`src/rtl/core/best_fit_block_allocator_core_macros.svh`:
```
`ifndef BEST_FIT_BLOCK_ALLOCATOR_CORE_MACROS_SVH
`define BEST_FIT_BLOCK_ALLOCATOR_CORE_MACROS_SVH

// Same-edge implication, sampled on clk, off while rst_n is low.
`define BFA_ASSERT_SAME(lbl, ante, cons, msg) \
  lbl: assert property (@(posedge clk) disable iff (!rst_n) (ante) |-> (cons)) \
    else $error(msg);

// Non-overlapping implication, sampled on clk, off while rst_n is low.
`define BFA_ASSERT_NEXT(lbl, ante, cons, msg) \
  lbl: assert property (@(posedge clk) disable iff (!rst_n) (ante) |=> (cons)) \
    else $error(msg);

`endif

```
`src/rtl/core/bfa_pkg.sv`:
```
`timescale 1ns / 1ps

package bfa_pkg;

  localparam int ACT_W   = 2;
  localparam int REQ_W   = 32;
  localparam int HND_W   = 6;
  localparam int MIN_W   = 21;
  localparam int TOT_W   = 39;
  localparam int GRANT_W = 32;
  localparam int NEED_W  = REQ_W + 1;

  // remainder by the alignment: reciprocal multiply, then multiply back and subtract
  localparam int ROUND_STEPS  = 2;
  localparam int ROUND_CNT_W  = $clog2(ROUND_STEPS);
  localparam logic [ROUND_CNT_W-1:0] ROUND_LAST = ROUND_CNT_W'(ROUND_STEPS - 1);

  localparam logic [MIN_W-1:0] MIN_BLOCK_RESET = MIN_W'(4096);
  localparam logic [TOT_W-1:0] BYTE_CAP        = TOT_W'(64'd274877906944);

  localparam logic [ACT_W-1:0] ACT_ALLOC   = 2'd0;
  localparam logic [ACT_W-1:0] ACT_FREE    = 2'd1;
  localparam logic [ACT_W-1:0] ACT_RELEASE = 2'd2;

  typedef enum logic [1:0] {
    STAT_DONE    = 2'd0,
    STAT_ZERO    = 2'd1,
    STAT_FULL    = 2'd2,
    STAT_IGNORED = 2'd3
  } status_t;

  typedef enum logic [3:0] {
    S_IDLE,
    S_DECODE,
    S_ROUND,
    S_NEED,
    S_CHECK,
    S_SCAN,
    S_ALLOC,
    S_PEAK,
    S_FREE_CHK,
    S_SWEEP,
    S_DONE
  } state_t;

  typedef struct packed {
    logic capture;
    logic round_step;
    logic need_calc;
    logic scan_start;
    logic scan_step;
    logic alloc_commit;
    logic peak_update;
    logic free_read;
    logic free_commit;
    logic sweep_step;
    logic release_commit;
    logic out_load;
  } cmd_t;

  typedef struct packed {
    logic is_alloc;
    logic is_free;
    logic is_release;
    logic req_zero;
    logic round_last;
    logic oversize;
    logic scan_done;
    logic sweep_done;
    logic out_free;
  } sts_t;

  function automatic logic [TOT_W-1:0] sat_add(input logic [TOT_W-1:0] a,
                                               input logic [REQ_W-1:0] b);
    logic [TOT_W-1:0] s;
    s = a + TOT_W'(b);
    return (s > BYTE_CAP) ? BYTE_CAP : s;
  endfunction

endpackage

```
`src/rtl/core/bfa_ctrl.sv`:
```
`timescale 1ns / 1ps

module bfa_ctrl (
  input  logic          clk,
  input  logic          rst_n,
  input  logic          in_valid,
  output logic          in_ready,
  output bfa_pkg::cmd_t cmd,
  input  bfa_pkg::sts_t sts
);
  import bfa_pkg::*;

  state_t state_r, state_nxt;

  always_ff @(posedge clk) begin
    if (!rst_n) begin
      state_r <= S_IDLE;
    end else begin
      state_r <= state_nxt;
    end
  end

  always_comb begin
    state_nxt = state_r;
    cmd       = '0;
    in_ready  = 1'b0;
    case (state_r)
      S_IDLE: begin
        in_ready = rst_n;
        if (in_valid && rst_n) begin
          cmd.capture = 1'b1;
          state_nxt   = S_DECODE;
        end
      end
      S_DECODE: begin
        if (sts.is_alloc) begin
          state_nxt = sts.req_zero ? S_DONE : S_ROUND;
        end else if (sts.is_free) begin
          cmd.free_read = 1'b1;
          state_nxt     = S_FREE_CHK;
        end else if (sts.is_release) begin
          cmd.scan_start = 1'b1;
          state_nxt      = S_SWEEP;
        end else begin
          state_nxt = S_DONE;
        end
      end
      S_ROUND: begin
        cmd.round_step = 1'b1;
        if (sts.round_last) begin
          state_nxt = S_NEED;
        end
      end
      S_NEED: begin
        cmd.need_calc = 1'b1;
        state_nxt     = S_CHECK;
      end
      S_CHECK: begin
        if (sts.oversize) begin
          state_nxt = S_DONE;
        end else begin
          cmd.scan_start = 1'b1;
          state_nxt      = S_SCAN;
        end
      end
      S_SCAN: begin
        if (sts.scan_done) begin
          state_nxt = S_ALLOC;
        end else begin
          cmd.scan_step = 1'b1;
        end
      end
      S_ALLOC: begin
        cmd.alloc_commit = 1'b1;
        state_nxt        = S_PEAK;
      end
      S_PEAK: begin
        cmd.peak_update = 1'b1;
        state_nxt       = S_DONE;
      end
      S_FREE_CHK: begin
        cmd.free_commit = 1'b1;
        state_nxt       = S_DONE;
      end
      S_SWEEP: begin
        if (sts.sweep_done) begin
          cmd.release_commit = 1'b1;
          state_nxt          = S_DONE;
        end else begin
          cmd.sweep_step = 1'b1;
        end
      end
      S_DONE: begin
        if (sts.out_free) begin
          cmd.out_load = 1'b1;
          state_nxt    = S_IDLE;
        end
      end
      default: begin
        state_nxt = S_IDLE;
      end
    endcase
  end

endmodule

```
`config.mk`:
```
export PLATFORM = sky130hd
export DESIGN_NAME = bfa_ctrl
export DESIGN_NICKNAME = d
export VERILOG_FILES = /design/src/rtl/core/best_fit_block_allocator_core_macros.svh /design/src/rtl/core/bfa_pkg.sv /design/src/rtl/core/bfa_ctrl.sv
export SDC_FILE = /design/constraint.sdc
export NUM_CORES = 1
export LEC_CHECK = 0
export BUFFER_PORTS_ARGS = -buffer_cell sky130_fd_sc_hd__clkbuf_2
export CAP_MARGIN = 20
export CORE_MARGIN = 3
export CORE_UTILIZATION = 35
export CTS_CLUSTER_DIAMETER = 100
export DETAILED_ROUTE_END_ITERATION = 8
export HOLD_SLACK_MARGIN = 0.12
export RECOVER_POWER = 25
export SLEW_MARGIN = 0
export SYNTH_ARGS = -nofsm -noshare
export SYNTH_HDL_FRONTEND = slang
export SYNTH_SLANG_ARGS = --single-unit
```
`constraint.sdc`:
```
create_clock -name clk -period 4.2 [get_ports clk]
set_clock_uncertainty 0.15 [all_clocks]
set_input_delay 0.21 -clock clk [delete_from_list [all_inputs] [get_ports clk]]
set_output_delay 0.21 -clock clk [all_outputs]
set_load 0.02 [all_outputs]
```
-- Word-level counts from Yosys, hierarchy flattened
Index checks and enable logic that the tools add are counted.
- bits in registers: 4
- input bits: 12
- output and inout port bits: 13
- word-level logic and storage cells: 54
- equality and inequality tests: 15
- muxes and demuxes: 34
- reductions and logical operators: 4
- operator list (kind ; count):
    $pmux W4 S10 ; 1
    $mux W4 ; 9
    $mux W1 ; 21
    $eq A4 B3 Y1 const B ; 4
    $eq A4 B4 Y1 const B ; 3
    $ne A2 B2 Y1 const B ; 5
    $eq A4 B2 Y1 const B ; 2
    $reduce_and A5 Y1 ; 1
    $eq A4 B1 Y1 const B ; 1
    $logic_not A4 Y1 ; 1
    $mux W2 ; 2
    $pmux W1 S2 ; 1
    $reduce_or A2 Y1 ; 1
    $logic_and A1 B1 Y1 ; 1

-- Logic depth before layout (Yosys ltp)
Gate-level depths: netlist of run 1.
- word-level depth: 4
- gate-level depth with buffers: 6
- depth with buffers taken out: 4

-- Worst setup path after synthesis of run 1
OpenSTA, ideal clock, no wires.
- path type: reg2out
- from: register state_r[0]
- to: output cmd[4] in the netlist's numbering
- arrival time: 1.343 ns
- data required time: 3.840 ns
- path slack: 2.497 ns
- cell stages (with the launch flop): 3
- buffers on the path: 0
- cell sequence: dfxtp_1 -> or2b_1 -> nor4_1
- RTL lines (what ; line ; source):
    start, declared ; bfa_ctrl.sv:13 ; state_t state_r, state_nxt;
    start signal, assigned ; bfa_ctrl.sv:19 ; state_r <= state_nxt;
    end, declared ; bfa_ctrl.sv:8 ; output bfa_pkg::cmd_t cmd,

==> summary by stage, run 1 <==
Yosys
The number of different library cells used by synthesis comes to 33. Sequential cells were found to cover between 10% and 20% of the synthesized design area. The count of mapped cells out of synthesis is a little under 70. The count of warnings emitted by yosys is 0. The synthesized design contains 4 register bits.

The synthesized net count is 80. The combined area of all synthesized cells is 505 um2. Counting flops with a built-in enable in the synthesized netlist gives 0. After synthesis, the share of flip-flops with an asynchronous set or reset is 0%. The most used flip-flop cell after synthesis is dfxtp_1.

Each instance of the synthesized netlist takes up on average 7.43 um2.

Global route
The pin count of the biggest net entering global routing is 18. Summed over all layers, the global routing overflow is 0. The number of global-route vias before repair was around 500. The initial antenna violation count was 0. Across every metal layer, demand over resource in global routing totals roughly 15%. The first-pass GRT wire length is roughly 2.3 mm.

Drt
The average via count per standard cell is 5.41. In the final routed layout, each cell accounts on average for 12.7 um. For this block, the routed nets add up to roughly 1.3 mm of wire. The final route contains roughly 570 vias.

After detailed routing, the number of remaining DRC violations is 0. The detailed-router iteration count before antenna repair is 4. The number of routed nets with antenna violations is 0. The DRC marker count from the first detailed-route iteration is 13.

Timing
Setup repair after global routing left no endpoint under its margin. For this run, the top clock speed supported by timing is 0.499 GHz. At the pin with the least slew margin, the transition time is approximately 570 ps. The tightest slew margin relative to the limit is between 60% and 70%. The final count of hold timing violations is 0. The total setup violations reported at the end of the flow is 0.

The max-slew violation count is 0. After routing, the total negative slack on setup checks comes to 0 ps. The final critical path takes up between 40 and 50% of the cycle.

The clock period could shrink to roughly 2000 ps.

Clocking
The root buffer cell is clkbuf_4. The number of gates given a new drive strength after cts is 0. The TritonCTS clock tree is built. The number of clock buffers added by TritonCTS is 3. The number of buffers inserted by hold repair at cts is 1. The clock transition time at the flip-flop clock pins of the worst setup and hold paths is roughly 40 ps. The count of buffers added by post-CTS timing repair for setup is 0. The later pin in the worst-skew pair is clocked with a latency of 240 ps. The number of sinks handled by clock tree synthesis is 4.

The maximum number of buffers from clock root to sink is 2. In this run the number of H-tree levels came out at 1.

Place
The detailed placement HPWL is around 960 um. At the end of routability-driven placement, the weighted congestion stood at roughly 0.83. During placement, the flow inserted port buffers numbering 24.

Worst setup path
Traced cell by cell, the critical path runs through or2b_1 -> nor4_1 -> clkbuf_2. Following the worst setup path forward leads to its endpoint at cmd[4]. STA classifies the critical path endpoint as an output pin. STA classifies the critical path startpoint as a flop. The total stage count of the critical path is 3. The endpoint identified for the worst register-to-register timing path is state_r[3]$_SDFFE_PN0P_. The highest cell delay on the worst timing path is 590 ps. Setup slack on the worst reg-to-reg path comes out at 2320 ps. The length in cells of the worst reg-to-reg path is 4.

The worst-path cell with the longest stage delay is dfxtp_1. The endpoint required time on the critical path is 3840 ps. The most critical setup path has its startpoint at state_r[0]$_SDFFE_PN0P_.

The critical path is of the reg2out type. The arrival time of the worst setup path is ~1700 ps. The combined buffer and inverter count along the critical path is 1. The maximum fanout along the worst path is 14. In this design, the largest share of critical-path delay is due to simple AND/OR/NAND/NOR gates. The critical register-to-register path startpoint is state_r[3]$_SDFFE_PN0P_.

Finish
The utilization of the core after routing is approximately 48%. The number of nets at the end of the flow is ~110. The flip-flop count of the largest register after layout is 4.

More flip-flops sit in one register than any other, and that register is state_r. From synthesis to final layout, the design area changed by 27.0%. The largest registers in the layout are state_r (4). The count of antenna diodes in the layout is 0. The post-route netlist has about a third of its cells at a drive strength greater than 1.

Power
The worst-case IR drop observed on VDD is between 0.2 and 0.25 mV. The leakage power figure is around 0.28 nW. In this run the power density over the cells is 570 mW/mm2.

Run status
The flow ran to the end, and the final reports show no timing, DRC or antenna violations.

Min path
The worst min-delay path class is in2reg.

Floorplan
The core region is roughly 0.0013 mm2. The cell row count is 13. The floorplan step set the die height to between 40 and 50 um. Pin placement for this block handled 25 I/O pins. The full die area is roughly 0.0019 mm2. The chip width is 44.0 um. The effective utilization at floorplan is between 30 and 40%.

Job
The count of maximum capacitance violations is 0.
==> cell usage in the layout, fill, tap and decap left out, drive strengths merged, types with 2 or more instances in the layout <==
| cell type | n |
|---|---|
| a211oi | 2 |
| nor3 | 6 |
| a21oi | 2 |
| mux2i | 2 |
| nor3b | 3 |
| dfxtp | 4 |
| inv | 4 |
| a22oi | 2 |
| nand2b | 4 |
| or2b | 2 |
| nor4 | 3 |
| clkbuf | 27 |
| nor2 | 8 |
| nand2 | 4 |
| or3b | 2 |
| a22o | 3 |
==> cells in the mapped netlist (2+ instances only) <==
cell | count | area (um2)
nor3b_1 | 2 | 15.0
mux2i_1 | 2 | 20.0
buf_4 | 3 | 22.5
a22oi_1 | 2 | 15.0
nand2_1 | 4 | 15.0
nand2b_1 | 4 | 25.0
nor2_1 | 8 | 30.0
nor4_1 | 3 | 18.8
a22o_1 | 3 | 26.3
inv_1 | 3 | 11.3
buf_2 | 2 | 10.0
nor3_1 | 6 | 30.0
dfxtp_1 | 4 | 80.1
or3b_4 | 2 | 22.5
or2b_1 | 2 | 15.0
==> where the power goes <==
part / leakage, nW / switching [mW] / internal [mW] / total (mW)
Clock: 0.0138 / 0.0160 / 0.0320 / 0.0480
Sequential: 0.0328 / 0.0520 / 0.0516 / 0.104
Combinational: 0.235 / 0.115 / 0.0995 / 0.214
==> cells by family (layout without fill, tap and decap cells) <==
logic type,after synthesis,after routing,share of synthesized area (%)
buf+inv,9,32,9.40
flops,4,4,15.8
compound gates,17,17,29.2
mux,2,2,3.96
simple gates,36,36,41.6
==> area by class of cell <==
type	count	area [um2]
Tap cell	15	18.8
Timing Repair Buffer	25	128
Clock buffer	3	22.5
Fill cell	150	692
Inverter	4	15.0
Sequential cell	4	80.1
Multi-Input combinational cell	55	378
==> worst min path at each step <==
| stage | start | endpoint | depth (start not counted) |
|---|---|---|---|
| floorplan | rst_n | state_r[3]$_SDFFE_PN0P_ | 1 |
| global placement | rst_n | state_r[3]$_SDFFE_PN0P_ | 2 |
| detailed placement | rst_n | state_r[3]$_SDFFE_PN0P_ | 2 |
| CTS | sts[6] | state_r[1]$_SDFFE_PN0P_ | 4 |
| global route | sts[6] | state_r[1]$_SDFFE_PN0P_ | 4 |
| finish | sts[6] | state_r[1]$_SDFFE_PN0P_ | 4 |
==> per-stage QoR <==
step	total power, mW	instances	hold WS [ps]	area [um2]	worst slack [ps]
after global placement	0.317	102	348	612	2390
final	0.366	106	254	642	2190
after detailed placement	0.315	102	351	612	2370
after floorplan	0.274	68	191	505	2500
after global routing	0.402	106	296	642	2050
after CTS	0.369	106	241	644	2190
==> worst min-delay path, cell delays in order <==
cell and delay [ps]:
clkbuf_2 80, o21ai_0 70, a22oi_1 150, o41ai_1 80
==> metal layers <==
layer	track usage, %	up-vias	wire length, um
met5	0	-	0
met4	3.61	0	13
met3	3.73	2	64
met2	24.1	17	636
met1	21.0	257	629
li1	-	297	-
(Power assumes the default switching activity.)
==> run 2, diff against run 1 <==
==> constraint.sdc (replaced) <==
create_clock -name clk -period 2 [get_ports clk]
set_clock_uncertainty 0.15 [all_clocks]
set_input_delay 0.1 -clock clk [delete_from_list [all_inputs] [get_ports clk]]
set_output_delay 0.1 -clock clk [all_outputs]
set_load 0.02 [all_outputs]
==> summary by stage, run 2 (synthesis results as in run 1) <==
Clocking
The tree is rooted in a clkbuf_4. The maximum number of buffers from clock root to sink is 2. After clock tree synthesis, the clock-pin slew on the worst setup and hold paths is about 40 ps. The clock drives 4 sinks. The clock latency reported for the late side of the worst-skew pair is 250 ps. In this run the number of H-tree levels came out at 1. The TritonCTS clock tree is built. The number of buffers inserted during clock tree synthesis is 3.

Drt
The number of routed nets with antenna violations is 0. The pre-antenna-repair detailed-routing pass consisted of 4 iterations. The first routing iteration left 13 violations.

The number of vias in the routed layout is 598. For this run, design rule violations remaining after detail routing come to 0. The average via count per standard cell is ~5.5.

The average detailed-routed wire length per instance is around 13 um. The aggregate routed wire length is 1.40 mm.

Worst setup path
The worst reg-to-reg setup slack is roughly 250 ps. The endpoint required time on the critical path is 1750 ps. The worst setup path is of the reg2out kind. At the worst endpoint, the arrival time is roughly 1600 ps.

Counting cells, the worst reg-to-reg path comes to 5. In this run the worst setup path begins at state_r[2]$_SDFFE_PN0P_. The worst register-to-register path ends at state_r[1]$_SDFFE_PN0P_.

The most critical setup path has its endpoint at cmd[8]. The critical register-to-register path startpoint is state_r[2]$_SDFFE_PN0P_. The element type at the critical path end is an output pin. STA classifies the critical path startpoint as a flop.

The maximum fanout along the worst path is 14.

Timing
The max-slew violation count is 0. Headroom to the max-slew limit came out at around 70%. The final count of hold timing violations is 0. The tightest hold path in the finished design has a slack of around 140 ps. The period utilization is about 90%.

For the pin with the worst max-slew slack, the measured transition is about 470 ps. Setup repair after global routing left no endpoint under its margin. The final critical delay including setup and external delays is ~1800 ps. Derived from the worst setup path, the maximum achievable clock frequency is between 0.5 and 0.6 GHz. After routing, the total negative slack on setup checks comes to 0 ps. Setup violations remaining at the end of the flow were counted as 0.

Global route
Global routing used between 10% and 20% of the available tracks across all layers. The first-pass GRT wire length is between 2 and 2.5 mm. The initial antenna violation count is 0. The number of global-route vias before repair is 517. Entering global routing, the biggest net connects 15 pins.

Global routing finished with a remaining overflow of 0.

Finish
Counting flops per register, the top entry is state_r. The count of cells in the finished layout, fillers not included, comes to about 110. The number of antenna diodes in the final layout is 0. Of the cells placed in the final design, the portion with a size suffix greater than 1 is 35.1%. In the final layout, the registers with the most flip-flops are state_r (4).

The top cell types in the final layout, fill and taps aside, are 21 x clkbuf_2, 8 x nor2_1, 6 x nor3_1. The number of nets at the end of the flow is approximately 110. The register with the most flip-flops in the layout has 4 of them. The area growth from synthesis to layout is 30.7%. The finished cells cover between 600 and 700 um2. Leaving out fill and tap cells, the most frequent cell in the layout is clkbuf_2.

Power
In this run the power density over the cells is ~1200 mW/mm2. Across the VDD grid, the largest voltage drop is 0.424 mV. The leakage power figure is between 0.2 and 0.3 nW.

Floorplan
The floorplan step defined a die boundary enclosing 0.00194 mm2. From left edge to right edge, the die measures roughly 44 um. The effective utilization at floorplan is a little under two fifths. In this run the core area contains 13 standard-cell rows.

The number of top-level pins is 25. The floorplan step defined a core boundary enclosing roughly 0.0013 mm2. From bottom edge to top edge, the die measures 44.0 um.

Run status
The flow ran to the end, and the final reports show no timing, DRC or antenna violations.

Place
The detailed placement HPWL is between 1 and 1.5 mm. The number of I/O port buffers is 24. In this run, placement finished with an instance count of 105. The placement-stage cell area is 634 um2.

The final weighted congestion of routability-driven global placement is just over 0.8.

Min path
The worst min-delay path class is in2reg.

Job
The count of maximum capacitance violations is 0.
-- run 2: cell count changes in the layout (fill, tap and decap cells not counted) --
cell / previous run / this run
dfxtp_2: 0 / 1
clkbuf_1: 2 / 4
buf_4: 0 / 2
dfxtp_1: 4 / 3
clkbuf_2: 22 / 21
-- run 2: worst min-delay path by stage --
stage               slack, ps                      end  cells past startpoint    from
detailed placement        250  state_r[3]$_SDFFE_PN0P_                      2   rst_n
CTS                       140  state_r[2]$_SDFFE_PN0P_                      4  sts[3]
finish                    140  state_r[2]$_SDFFE_PN0P_                      4  sts[3]
global placement          240  state_r[3]$_SDFFE_PN0P_                      2   rst_n
global route              170  state_r[2]$_SDFFE_PN0P_                      4  sts[3]
floorplan                  80  state_r[3]$_SDFFE_PN0P_                      1   rst_n
-- run 2: repair_timing --
item                                   CTS  global route
setup buffers                            0             0
gates resized for setup                  0             1
setup endpoints to repair                0             1
hold buffers                             1             0
endpoints found under the hold margin    4             0
-- run 2: where the power goes --
part	switching (mW)	total (mW)	leakage, nW	internal (mW)
Combinational	0.281	0.508	0.244	0.226
Sequential	0.0799	0.191	0.0332	0.111
Clock	0.0396	0.107	0.0138	0.0675
-- run 2: layout make-up --
class                   count  area (um2)
multi-input cells          55         378
clock buffers               3        22.5
flip-flops and latches      4        81.3
repair buffers             28         145
well taps                  15        18.8
fillers                   140         673
inverters                   4        15.0
-- run 2: metal layers --
layer  vias to the layer above  wire [um]  GRT usage [%]
met3                         2         78           3.73
met5                         -          0              0
met1                       273        670           20.0
li1                        304          -              -
met4                         0         26           10.2
met2                        19        628           24.4
-- run 2: metrics by stage --
stage                     setup WS [ps]  util, %  power, mW
after global routing               38.5     49.5      0.872
after floorplan                     407        -      0.575
after detailed placement            303     47.6      0.695
after global placement              316     47.6      0.692
final                               160     49.5      0.806
after CTS                          85.3     50.0      0.807
-- run 2: worst max-delay path: stages (launching register included) --
cell and delay, ps:
dfxtp_1 600, clkbuf_1 260, nor3b_2 90, a22oi_1 180
nor2_1 50, clkbuf_2 150
